[config.mk]
export PLATFORM = sky130hd
export DESIGN_NAME = http_header_capture_parser
export DESIGN_NICKNAME = d
export VERILOG_FILES = /design/src/hhcp_pkg.sv /design/src/hhcp_parse.sv /design/src/hhcp_fifo.sv /design/src/http_header_capture_parser.sv
export SDC_FILE = /design/constraint.sdc
export NUM_CORES = 1
export LEC_CHECK = 0
export ABC_AREA = 1
export BUFFER_PORTS_ARGS = -buffer_cell sky130_fd_sc_hd__buf_4
export CORE_MARGIN = 2
export CORE_UTILIZATION = 56
export CTS_CLUSTER_SIZE = 10
export DETAILED_ROUTE_END_ITERATION = 8
export PLACE_DENSITY = 0.78
export SYNTH_ARGS = -nofsm -noshare
export SYNTH_HDL_FRONTEND = slang
export SYNTH_HIERARCHICAL = 1
export SYNTH_SLANG_ARGS = --single-unit
[constraint.sdc]
create_clock -name clock -period 4.2 [get_ports clock]
set_clock_uncertainty 0.05 [all_clocks]
set_input_delay 0.63 -clock clock [delete_from_list [all_inputs] [get_ports clock]]
set_output_delay 0.63 -clock clock [all_outputs]
set_load 0.05 [all_outputs]
[src/hhcp_pkg.sv]
// ----------------------------------------------------------------------------
// hhcp_pkg
// Shared types and constants of the HTTP header capture parser.
// ----------------------------------------------------------------------------
package hhcp_pkg;

   localparam int CHUNK_BYTES_DEF     = 32;
   localparam int MAX_CHUNKS_DEF      = 10;
   localparam int IP_HEADER_BYTES_DEF = 20;

   localparam logic [15:0] WATCHED_PORT_RESET = 16'd80;

   // TCP data offset byte, relative to the end of the IP header
   localparam int          TCP_DOFF_OFFSET = 12;
   localparam logic [3:0]  DOFF_MIN_WORDS  = 4'd4;
   localparam logic [31:0] HDR_TERMINATOR  = 32'h0D0A_0D0A;

   localparam logic [31:0] METHOD_HTTP = 32'h4854_5450;
   localparam logic [31:0] METHOD_POST = 32'h504F_5354;
   localparam logic [31:0] METHOD_HEAD = 32'h4845_4144;
   localparam logic [23:0] METHOD_GET  = 24'h47_4554;

   // results one word can cause at most
   localparam int RSP_SLOTS  = 3;
   localparam int FIFO_DEPTH = 4;

   // register index within the CSR space
   localparam logic CSR_WATCHED_PORT = 1'b0;

   typedef struct packed {
      logic [7:0] data_byte;
      logic       message_start;
      logic       chunk_last;
      logic       message_last;
   } rsp_type;

   typedef struct packed {
      logic [1:0]                   count;
      rsp_type [RSP_SLOTS-1:0]      item;
   } push_type;

   function automatic logic method_ok(input logic [31:0] p);
      method_ok = (p == METHOD_HTTP) || (p == METHOD_POST) || (p == METHOD_HEAD) ||
                  (p[31:8] == METHOD_GET);
   endfunction

endpackage

[src/hhcp_parse.sv]
// ----------------------------------------------------------------------------
// hhcp_parse
// Input word register and per-byte parser: header walk, port and method check,
// chunking and terminator search. Emits up to three results per word.
// ----------------------------------------------------------------------------
module hhcp_parse #(
   parameter int CHUNK_BYTES     = hhcp_pkg::CHUNK_BYTES_DEF,
   parameter int MAX_CHUNKS      = hhcp_pkg::MAX_CHUNKS_DEF,
   parameter int IP_HEADER_BYTES = hhcp_pkg::IP_HEADER_BYTES_DEF
) (
   input  logic               clock,
   input  logic               reset,
   input  logic               req_valid,
   output logic               req_ready,
   input  logic [7:0]         req_pkt_byte,
   input  logic               req_first_byte,
   input  logic               req_last_byte,
   input  logic [15:0]        req_peer_port,
   input  logic [15:0]        watched_port,
   input  logic               space_ok,
   output logic               push_en,
   output hhcp_pkg::push_type push
);

   localparam int TOTAL = CHUNK_BYTES * MAX_CHUNKS;
   localparam int PCW   = $clog2(TOTAL + 1);
   localparam int CPW   = $clog2(CHUNK_BYTES);
   localparam logic [10:0]    DOFF_POS  = 11'(IP_HEADER_BYTES + hhcp_pkg::TCP_DOFF_OFFSET);
   localparam logic [6:0]     IP_LEN    = 7'(IP_HEADER_BYTES);
   localparam logic [PCW-1:0] LAST_K    = PCW'(TOTAL - 1);
   localparam logic [PCW-1:0] PREFIX_K  = PCW'(3);
   localparam logic [CPW-1:0] CHUNK_END = CPW'(CHUNK_BYTES - 1);

   // input word register
   logic        in_vld_ff;
   logic [7:0]  in_byte_ff;
   logic        in_first_ff;
   logic        in_last_ff;
   logic [15:0] in_rport_ff;
   logic        go;

   // parser state
   logic [10:0]    pos_ff,   pos_in;
   logic [6:0]     pb_ff,    pb_in;
   logic           pm_ff,    pm_in;
   logic [23:0]    mp_ff,    mp_in;
   logic           cap_ff,   cap_in;
   logic [PCW-1:0] pc_ff,    pc_in;
   logic [CPW-1:0] cp_ff,    cp_in;
   logic [23:0]    tw_ff,    tw_in;
   logic [7:0]     hb_ff,    hb_in;
   logic           hv_ff,    hv_in;
   logic           inpkt_ff, inpkt_in;
   logic           owed_ff,  owed_in;

   assign go        = in_vld_ff && space_ok;
   assign req_ready = !in_vld_ff || go;
   assign push_en   = go;

   always_ff @(posedge clock) begin
      if (reset) begin
         in_vld_ff <= 1'b0;
      end else if (req_ready) begin
         in_vld_ff <= req_valid;
      end
      if (req_valid && req_ready) begin
         in_byte_ff  <= req_pkt_byte;
         in_first_ff <= req_first_byte;
         in_last_ff  <= req_last_byte;
         in_rport_ff <= req_peer_port;
      end
   end

   always_comb begin
      logic [1:0]     n;
      logic [PCW-1:0] k;
      logic [31:0]    win;
      logic [31:0]    prefix;
      logic           fin;
      logic [6:0]     pbeg;
      n        = 2'd0;
      k        = pc_ff;
      win      = 32'd0;
      prefix   = 32'd0;
      fin      = 1'b0;
      pbeg     = 7'd0;
      push     = '0;
      pos_in   = pos_ff;
      pb_in    = pb_ff;
      pm_in    = pm_ff;
      mp_in    = mp_ff;
      cap_in   = cap_ff;
      pc_in    = pc_ff;
      cp_in    = cp_ff;
      tw_in    = tw_ff;
      hb_in    = hb_ff;
      hv_in    = hv_ff;
      owed_in  = owed_ff;

      // flush a fourth byte left over from a four-byte message
      if (owed_ff) begin
         push.item[n] = '{hb_ff, 1'b0, 1'b1, 1'b1};
         n            = n + 2'd1;
         owed_in      = 1'b0;
         hv_in        = 1'b0;
      end

      if (in_first_ff || !inpkt_ff) begin
         if (cap_ff && hv_in) begin
            push.item[n] = '{hb_ff, 1'b0, 1'b1, 1'b1};
            n            = n + 2'd1;
         end
         pos_in = 11'd0;
         pm_in  = (in_rport_ff == watched_port);
         pb_in  = 7'd0;
         cap_in = 1'b0;
         pc_in  = '0;
         cp_in  = '0;
         tw_in  = 24'd0;
         mp_in  = 24'd0;
         hv_in  = 1'b0;
      end else if (pos_ff != 11'h7FF) begin
         pos_in = pos_ff + 11'd1;
      end
      inpkt_in = !in_last_ff;

      if (pm_in) begin
         if (pos_in == DOFF_POS && pb_in == 7'd0) begin
            pbeg = IP_LEN + {1'b0, in_byte_ff[7:4], 2'b00};
            if (in_byte_ff[7:4] < hhcp_pkg::DOFF_MIN_WORDS) begin
               pm_in = 1'b0;
            end else begin
               pb_in = pbeg;
            end
         end else if (pb_in != 7'd0 && pos_in >= {4'd0, pb_in}) begin
            k      = pc_in;
            win    = {tw_in, in_byte_ff};
            fin    = in_last_ff || (k >= LAST_K);
            tw_in  = win[23:0];
            pc_in  = k + PCW'(1);
            cp_in  = (cp_ff == CHUNK_END) ? '0 : cp_ff + CPW'(1);
            if (!cap_in) begin
               prefix = {mp_in, in_byte_ff};
               mp_in  = prefix[23:0];
               if (k >= PREFIX_K) begin
                  if (!hhcp_pkg::method_ok(prefix)) begin
                     pm_in = 1'b0;
                  end else begin
                     cap_in = 1'b1;
                     push.item[n] = '{prefix[31:24], 1'b1, 1'b0, 1'b0};
                     n            = n + 2'd1;
                     push.item[n] = '{prefix[23:16], 1'b0, 1'b0, 1'b0};
                     n            = n + 2'd1;
                     push.item[n] = '{prefix[15:8], 1'b0, 1'b0, 1'b0};
                     n            = n + 2'd1;
                     hb_in        = in_byte_ff;
                     if (fin) begin
                        cap_in  = 1'b0;
                        pm_in   = 1'b0;
                        hv_in   = 1'b0;
                        owed_in = 1'b1;
                     end else begin
                        hv_in = 1'b1;
                     end
                  end
               end
            end else if (win == hhcp_pkg::HDR_TERMINATOR) begin
               // zero the second CR when it shares the chunk with the final LF
               if (hv_in) begin
                  push.item[n] = '{(cp_ff != '0) ? 8'd0 : hb_in, 1'b0,
                                   (cp_ff == '0), 1'b0};
                  n            = n + 2'd1;
               end
               push.item[n] = '{in_byte_ff, 1'b0, 1'b1, 1'b1};
               n            = n + 2'd1;
               cap_in       = 1'b0;
               pm_in        = 1'b0;
               hv_in        = 1'b0;
            end else begin
               if (hv_in) begin
                  push.item[n] = '{hb_in, 1'b0, (cp_ff == '0), 1'b0};
                  n            = n + 2'd1;
               end
               if (fin) begin
                  push.item[n] = '{in_byte_ff, 1'b0, 1'b1, 1'b1};
                  n            = n + 2'd1;
                  cap_in       = 1'b0;
                  pm_in        = 1'b0;
                  hv_in        = 1'b0;
               end else begin
                  hb_in = in_byte_ff;
                  hv_in = 1'b1;
               end
            end
         end
      end
      push.count = n;
   end

   always_ff @(posedge clock) begin
      if (reset) begin
         pos_ff   <= 11'd0;
         pb_ff    <= 7'd0;
         pm_ff    <= 1'b0;
         mp_ff    <= 24'd0;
         cap_ff   <= 1'b0;
         pc_ff    <= '0;
         cp_ff    <= '0;
         tw_ff    <= 24'd0;
         hb_ff    <= 8'd0;
         hv_ff    <= 1'b0;
         inpkt_ff <= 1'b0;
         owed_ff  <= 1'b0;
      end else if (go) begin
         pos_ff   <= pos_in;
         pb_ff    <= pb_in;
         pm_ff    <= pm_in;
         mp_ff    <= mp_in;
         cap_ff   <= cap_in;
         pc_ff    <= pc_in;
         cp_ff    <= cp_in;
         tw_ff    <= tw_in;
         hb_ff    <= hb_in;
         hv_ff    <= hv_in;
         inpkt_ff <= inpkt_in;
         owed_ff  <= owed_in;
      end
   end

endmodule

[src/hhcp_fifo.sv]
// ----------------------------------------------------------------------------
// hhcp_fifo
// Result queue: takes up to three results per cycle, hands out one per cycle while rsp_ready is high.
// ----------------------------------------------------------------------------
module hhcp_fifo (
   input  logic               clock,
   input  logic               reset,
   input  logic               push_en,
   input  hhcp_pkg::push_type push,
   output logic               space_ok,
   output logic               rsp_valid,
   input  logic               rsp_ready,
   output hhcp_pkg::rsp_type  rsp_item
);

   localparam int DEPTH = hhcp_pkg::FIFO_DEPTH;
   localparam int AW    = $clog2(DEPTH);
   localparam int CW    = $clog2(DEPTH + 1);

   hhcp_pkg::rsp_type entry_ff [DEPTH];
   logic [AW-1:0] wr_ptr_ff, rd_ptr_ff;
   logic [CW-1:0] count_ff, count_in;
   logic [CW-1:0] n_push;
   logic          pop;

   assign rsp_valid = (count_ff != '0);
   assign rsp_item  = entry_ff[rd_ptr_ff];
   assign pop       = rsp_valid && rsp_ready;
   assign space_ok  = (count_ff <= CW'(DEPTH - hhcp_pkg::RSP_SLOTS));
   assign n_push    = push_en ? CW'(push.count) : '0;
   assign count_in  = count_ff + n_push - CW'(pop);

   always_ff @(posedge clock) begin
      if (reset) begin
         wr_ptr_ff <= '0;
         rd_ptr_ff <= '0;
         count_ff  <= '0;
      end else begin
         wr_ptr_ff <= wr_ptr_ff + AW'(n_push);
         rd_ptr_ff <= rd_ptr_ff + AW'(pop);
         count_ff  <= count_in;
      end
      for (int i = 0; i < hhcp_pkg::RSP_SLOTS; i++) begin
         if (CW'(i) < n_push) begin
            entry_ff[wr_ptr_ff + AW'(i)] <= push.item[i];
         end
      end
   end

endmodule

[src/http_header_capture_parser.sv]
// ----------------------------------------------------------------------------
// http_header_capture_parser
// Walks IP/TCP headers byte by byte, checks the remote port and HTTP method,
// and forwards the request/response header in chunks up to CR LF CR LF.
// ----------------------------------------------------------------------------
//   channel | direction | handshake           | payload
//   req_    | in        | req_valid/req_ready | pkt_byte, first_byte, last_byte,
//           |           |                     | peer_port
//   rsp_    | out       | rsp_valid/rsp_ready | data_byte, message_start,
//           |           |                     | chunk_last, message_last
//   csr_    | in        | APB write/read      | watched_port at byte address 0
//
// One word per cycle is taken while the queue has room: a word is registered,
// then parsed, and its results (up to three) land in a four-entry result queue.
// A word waits in the input register while the queue has fewer than three free
// slots; results leave one per cycle while rsp_ready is high. Synchronous reset
// clears all parser state and sets watched_port to 80; no clearing pass is needed.
// ----------------------------------------------------------------------------
module http_header_capture_parser #(
   parameter int CHUNK_BYTES     = hhcp_pkg::CHUNK_BYTES_DEF,
   parameter int MAX_CHUNKS      = hhcp_pkg::MAX_CHUNKS_DEF,
   parameter int IP_HEADER_BYTES = hhcp_pkg::IP_HEADER_BYTES_DEF
) (
   input  logic        clock,
   input  logic        reset,
   input  logic        req_valid,
   output logic        req_ready,
   input  logic [7:0]  req_pkt_byte,
   input  logic        req_first_byte,
   input  logic        req_last_byte,
   input  logic [15:0] req_peer_port,
   output logic        rsp_valid,
   input  logic        rsp_ready,
   output logic [7:0]  rsp_data_byte,
   output logic        rsp_message_start,
   output logic        rsp_chunk_last,
   output logic        rsp_message_last,
   input  logic        csr_psel,
   input  logic        csr_penable,
   input  logic        csr_pwrite,
   input  logic [2:0]  csr_paddr,
   input  logic [31:0] csr_pwdata,
   output logic [31:0] csr_prdata,
   output logic        csr_pready
);

   logic [15:0]        watched_port_ff;
   logic               csr_wr;
   logic               space_ok;
   logic               push_en;
   hhcp_pkg::push_type push;
   hhcp_pkg::rsp_type  rsp_item;

   assign csr_pready = 1'b1;
   assign csr_wr     = csr_psel && csr_penable && csr_pwrite;

   always_ff @(posedge clock) begin
      if (reset) begin
         watched_port_ff <= hhcp_pkg::WATCHED_PORT_RESET;
      end else if (csr_wr && csr_paddr[2] == hhcp_pkg::CSR_WATCHED_PORT) begin
         watched_port_ff <= csr_pwdata[15:0];
      end
   end

   always_comb begin
      case (csr_paddr[2])
         hhcp_pkg::CSR_WATCHED_PORT: csr_prdata = {16'd0, watched_port_ff};
         default:                    csr_prdata = 32'd0;
      endcase
   end

   hhcp_parse #(
      .CHUNK_BYTES    (CHUNK_BYTES),
      .MAX_CHUNKS     (MAX_CHUNKS),
      .IP_HEADER_BYTES(IP_HEADER_BYTES)
   ) u_parse (
      .clock          (clock),
      .reset          (reset),
      .req_valid      (req_valid),
      .req_ready      (req_ready),
      .req_pkt_byte   (req_pkt_byte),
      .req_first_byte (req_first_byte),
      .req_last_byte  (req_last_byte),
      .req_peer_port  (req_peer_port),
      .watched_port   (watched_port_ff),
      .space_ok       (space_ok),
      .push_en        (push_en),
      .push           (push)
   );

   hhcp_fifo u_fifo (
      .clock    (clock),
      .reset    (reset),
      .push_en  (push_en),
      .push     (push),
      .space_ok (space_ok),
      .rsp_valid(rsp_valid),
      .rsp_ready(rsp_ready),
      .rsp_item (rsp_item)
   );

   assign rsp_data_byte     = rsp_item.data_byte;
   assign rsp_message_start = rsp_item.message_start;
   assign rsp_chunk_last    = rsp_item.chunk_last;
   assign rsp_message_last  = rsp_item.message_last;

endmodule
Word-level counts from Yosys, hierarchy flattened
Memories as Yosys holds them, arrays and structs flattened. A register that Yosys moved wholly into a read port is not among the register bits.
Cells that the tools add are included.

operators by class
  add/subtract/negate cells = 16
  multiply operators = 0
  divide/modulo/power cells = 0
  order comparisons = 20
  equality and inequality tests = 11
  shift operators = 0
  muxes and demuxes = 135
  bitwise logic cells = 2
  reductions and logical operators = 32

operator list
  cell                                                   count
  two-way mux 33 bit                                     22
  bitwise mux 33 bit                                     8
  two-way mux 24 bit                                     9
  demux 11 bit (select 2 bit)                            6
  two-way mux 11 bit                                     9
  equality test 32 x 31 -> 1 bit, second input constant  3
  two-way mux 8 bit                                      6
  two-way mux 2 bit                                      23
  two-way mux 1 bit                                      38
  two-way mux 9 bit                                      4
  equality test 32 x 28 -> 1 bit, second input constant  1
  two-way mux 7 bit                                      4
  two-way mux 5 bit                                      5
  equality test 24 x 23 -> 1 bit, second input constant  1
  equality test 16 bit                                   1
  two-way mux 16 bit                                     1
  logical AND 1 bit                                      15
  < comparator 2 x 3 -> 1 bit, second input constant     5
  adder 2 x 1 -> 2 bit, second input constant            6
  adder 11 x 1 -> 11 bit, second input constant          1
  equality test 11 x 6 -> 1 bit, second input constant   1
  >= comparator 11 x 7 -> 1 bit                          1
  != test 11 bit, second input constant                  1
  >= comparator 2 x 1 -> 1 bit, second input constant    5
  other kinds (29)                                       40

word-level totals
  bits in registers = 143
  latch bits = 0
  bits in writable memories = 44
  memory bits (read-only) = 0
  input bits = 68
  output and inout bits = 46
  logic and storage cells = 238
  memories kept = 1

memory list
  memory           depth  bits a word  rd ports  clocked after memory_dff  wr ports  line             text
  u_fifo.entry_ff  4      11           1         1                         3         hhcp_fifo.sv:20  hhcp_pkg::rsp_type entry_ff [DEPTH];

Depth between registers and ports, before layout
  depth after elaboration = 22
  mapped depth = 34
  gate-level depth less buffers = 31

Cells and area by module
Netlist, hierarchy kept.

modules (own cells, without submodules)
  module                      instances  cells an instance  area each (sq um)  seq. area each (sq um)
  hhcp_parse                  1          1,532              9,520.4            2,662.6
  hhcp_fifo                   1          433                3,249.4            1,461.4
  http_header_capture_parser  1          158                1,036.0            320.3

Worst setup path after synthesis
OpenSTA, ideal clock, no wires.

  path kind = reg2reg
  start = register u_parse.in_first_ff
  end = memory u_fifo/entry_ff[3][0] in the netlist's numbering (enable)
  library setup time = 0.383 ns
  arrival time = 4.009 ns
  data required time = 3.767 ns
  path slack = -0.242 ns
  cell stages (with the launch flop) = 27
  buffers on the path = 7
  clock period less this slack = 4.442 ns
  cell sequence = edfxtp_1 nor2_8 buf_6 buf_6 buf_6 buf_6 clkbuf_1 nand2_1 ha_1 nand2_1 o21ai_0 nand2_1 nand2_1 nand2_1 nand2_1 nand2_1 nand3_4 nand3_2 nor2_2 buf_2 nand3_1 o211ai_1 nand2_2 inv_2 buf_4 nor2_1 o211ai_1

RTL lines
  element                 line              text
  from (decl)             hhcp_parse.sv:37  logic in_first_ff;
  from (signal assigned)  hhcp_parse.sv:68  in_first_ff <= req_first_byte;
  to (decl)               hhcp_fifo.sv:20

==> results.sh <==
export IMPL_status="finished clean"
export IMPL_cts_root_buf="clkbuf_16"
export IMPL_start_util_pct=56.93
export IMPL_rows=57
export IMPL_p_clk_share_pct=34.1
export IMPL_wl_per_cell_um=17.32
export IMPL_p_leak_nw=6.697
export IMPL_finalMaxSlewViolations=0
export IMPL_clkLatencyLatePin_ps=450
export IMPL_finalHoldViolations=0
export IMPL_clk_pin_slew_ps=90
export IMPL_cap_violations=0
export IMPL_synth_cell_area_um2=13810
export IMPL_cpPeakStageDelay_ps=350
export IMPL_cts_tree="yes"
export IMPL_irDropWorstVdd_uv=219.3
export IMPL_drt_first_iter_violations=1695
export IMPL_p_seq_share_pct=41.1
export IMPL_grt_pass1_vias=13389
export IMPL_drcViolationCount=0
export IMPL_fin_crit_ps=4019
export IMPL_ff_latch_area_um2=4447
export IMPL_cpLargestDelayFamily="simple AND/OR/NAND/NOR gates"
export IMPL_cts_made_buffers=17
export IMPL_gp_congestion=1.003
export IMPL_slowest_stage="dfxtp_2"
export IMPL_track_usage_pct=33.60
export IMPL_p_int_mw=3.282
export IMPL_ys_seq_elements=187
export IMPL_antenna_found_initial=0
export IMPL_via_count=14792
export IMPL_clock_sinks=187
export IMPL_hpwl_um=31670
export IMPL_htree_levels=4
export IMPL_crit_path_end_kind="flip-flop"
export IMPL_num_io_pins=114
export IMPL_fin_crit_sh_pct=95.68
export IMPL_comb_power_share_pct=24.9
export IMPL_drt_first_pass_iters=6
export IMPL_startpoint_type="flip-flop"
export IMPL_grt_pass1_wl_um=69700
export IMPL_core_um2=24250
export IMPL_synthFlopType="dfxtp_1"
export IMPL_die_area_um2=25930
export IMPL_finalSetupViolations=0
export IMPL_ant_nets=0
export IMPL_synth_seq_area_share_pct=32.19
export IMPL_synth_edf_count=70
export IMPL_overflow=0
export IMPL_grt_max_degree=77
export IMPL_slew_headroom_pct=22.81
export IMPL_fmax_mhz=248.8
export IMPL_num_fill_cells=2262
export IMPL_p_total_mw=5.123
export IMPL_wl_um=44060
export IMPL_area_growth_syn_to_layout_pct=13.38
export IMPL_drive_above_1_share_pct=14.79
export IMPL_synthArstFlopShare_pct=0
export IMPL_critPathBufInv=5
export IMPL_final_core_util_pct=64.55
export IMPL_syn_area_per_cell_um2=6.503
export IMPL_synth_cell_types=60
export IMPL_netlist_instances=2123
export IMPL_worstMarginPinSlew_ps=1157
export IMPL_crit_type="flip-flop to flip-flop"
export IMPL_crit_top_cell="nand2_1"
export IMPL_chipHeight_um=161.0
export IMPL_swShare_pct=35.93
export IMPL_yosys_warnings=6
export IMPL_die_w_um=161.0
export IMPL_cp_required_ps=4340
export IMPL_hold_class="primary input to flip-flop"
export IMPL_cp_max_fo=17
export IMPL_via_per_inst=5.814
export IMPL_cellPowerDensity_nw_per_um2=327.3
export IMPL_multi_input_area_um2=7739
export IMPL_layout_nets=2304
export IMPL_p_switching_mw=1.841
export IMPL_ctsLongestPathBuffers=2
export IMPL_rsz0062_at_grt="true"
export IMPL_io_buffers=78
export IMPL_arrival_ps=4150
export IMPL_ctsHoldBuffers=0
-- path summary, 6_finish.rpt --
path	startpoint	endpoint	slack, ps	cells past startpoint
worst min-delay path	req_peer_port[11]	u_parse/in_rport_ff[11]	300	1
worst min register to register	u_parse/pb_ff[0]	u_parse/pb_ff[0]	420	2
worst max-delay path	u_parse/pos_ff[1]	u_fifo/entry_ff[3][9]	180	26
worst max register to register	u_parse/pos_ff[1]	u_fifo/entry_ff[3][9]	180	26
-- power by group through the flow --
stage | Sequential, mW | Combinational [mW] | Clock [mW]
finish | 2.10 | 1.27 | 1.74
global route | 2.12 | 1.39 | 1.84
CTS | 2.10 | 1.21 | 1.77
detailed placement | 2.14 | 1.21 | 0
global placement | 2.13 | 1.19 | 0
floorplan | 2.11 | 0.922 | 0
-- per-stage QoR --
step	cells	hold WS, ps	TNS, ps	cell area (µm²)	worst slack, ps
after floorplan	2138	384.6	0	13900	13.69
final	2544	297.8	0	15650	181.4
after CTS	2533	288.6	0	15480	37.15
after global placement	2501	401.2	0	14840	97.99
after detailed placement	2501	403.6	0	14840	60.62
after global routing	2542	282.0	-83.48	15650	-63.02
-- area by class of cell --
cell class              instances  share of cell area, %
multi-input cells            1552                  49.44
flip-flops and latches        187                  28.41
repair buffers                172                  8.809
inverters                     275                  6.635
clock buffers                  18                  2.878
well taps                     324                  2.590
clock inverters                14                  1.207
diodes                          2                0.03197
-- state kept, by name (all words and copies together) (netlist names), 2 cells and up --
register and count:
u_fifo/entry_ff 44, u_parse/mp_ff 24, u_parse/tw_ff 24, u_parse/in_rport_ff 16, watched_port_ff 16, u_parse/pos_ff 11
u_parse/pc_ff 9, u_parse/hb_ff 8, u_parse/in_byte_ff 8, u_parse/pb_ff 7, u_parse/cp_ff 5, u_fifo/count_ff 3
u_fifo/rd_ptr_ff 2, u_fifo/wr_ptr_ff 2
-- worst reg2reg max path: cells and delay by family (launching register included) --
kind | cells | cell delay [ps]
AND/OR/NAND/NOR | 14 | 1230
AO/OA/AOI/OAI | 5 | 890
buffers and inverters | 5 | 810
adder cells (fa/ha/maj) | 2 | 430
flip-flops | 1 | 350
-- cell usage after synthesis (3+ instances only) --
master     count  area, µm²
a211oi_1       3      22.52
a21oi_1      106      530.5
a22oi_1       11      82.58
a31oi_1        4      25.02
buf_1          3      11.26
buf_2         21      105.1
buf_4         34      255.2
buf_6         17      191.4
clkbuf_1      48      180.2
clkinv_1       4      15.01
dfxtp_1      117       2342
edfxtp_1      70       2102
ha_1          30      375.4
inv_1        257      964.7
inv_2         12      45.04
nand2_1      518       1944
nand2_2       20      125.1
nand2_4        5      56.30
nand3_1      234       1171
nand3_2        4      40.04
nand4_1       34      212.7
nor2_1       227      852.1
nor2_2        36      225.2
nor2_4        11      123.9
nor2_8         3      60.06
nor3_1        33      165.2
nor4_1         3      18.77
o2111ai_1      3      26.28
o211ai_1      14      105.1
o21ai_0      126      630.6
o21ai_1       40      200.2
o221ai_1       5      43.79
o22ai_1       22      137.6
o31ai_1        3      22.52
or2_2          4      25.02
xor2_1        10      87.58
-- what timing repair did --
item / CTS / global route
setup buffers: 0 / 9
endpoints found under the setup margin: 0 / 90
gates resized for setup: 0 / 23
-- routing by layer --
layer,part of all wire (%),track usage [%]
met5,0,0
met4,3.5,13.43
met3,10,6.626
met2,45,53.88
met1,41,44.82
-- placed cells by master, fill, tap and decap left out, types with 33 or more instances in the layout --
| cell type | synthesis | routed |
|---|---|---|
| o21ai_1 | 40 | 41 |
| edfxtp_1 | 70 | 70 |
| a21oi_1 | 106 | 105 |
| nand4_1 | 34 | 34 |
| nand2_1 | 518 | 511 |
| nor2_2 | 36 | 34 |
| o21ai_0 | 126 | 124 |
| nand3_1 | 234 | 232 |
| buf_4 | 34 | 165 |
| inv_1 | 257 | 255 |
| dfxtp_1 | 117 | 115 |
| nor3_1 | 33 | 33 |
| nor2_1 | 227 | 226 |
-- kinds of logic after synthesis --
kind of cell	Yosys count	synth area share, %
DFF	187	32.19
and+or+nand+nor	1141	36.98
buffers and inverters	399	13.00
xor gates and xnor gates	11	0.6978
adders and majority gates	31	2.864
other	2	0.05440
AOI/OAI and AO/OA	352	14.22
Note: power is estimated with default switching activity, not from simulation.
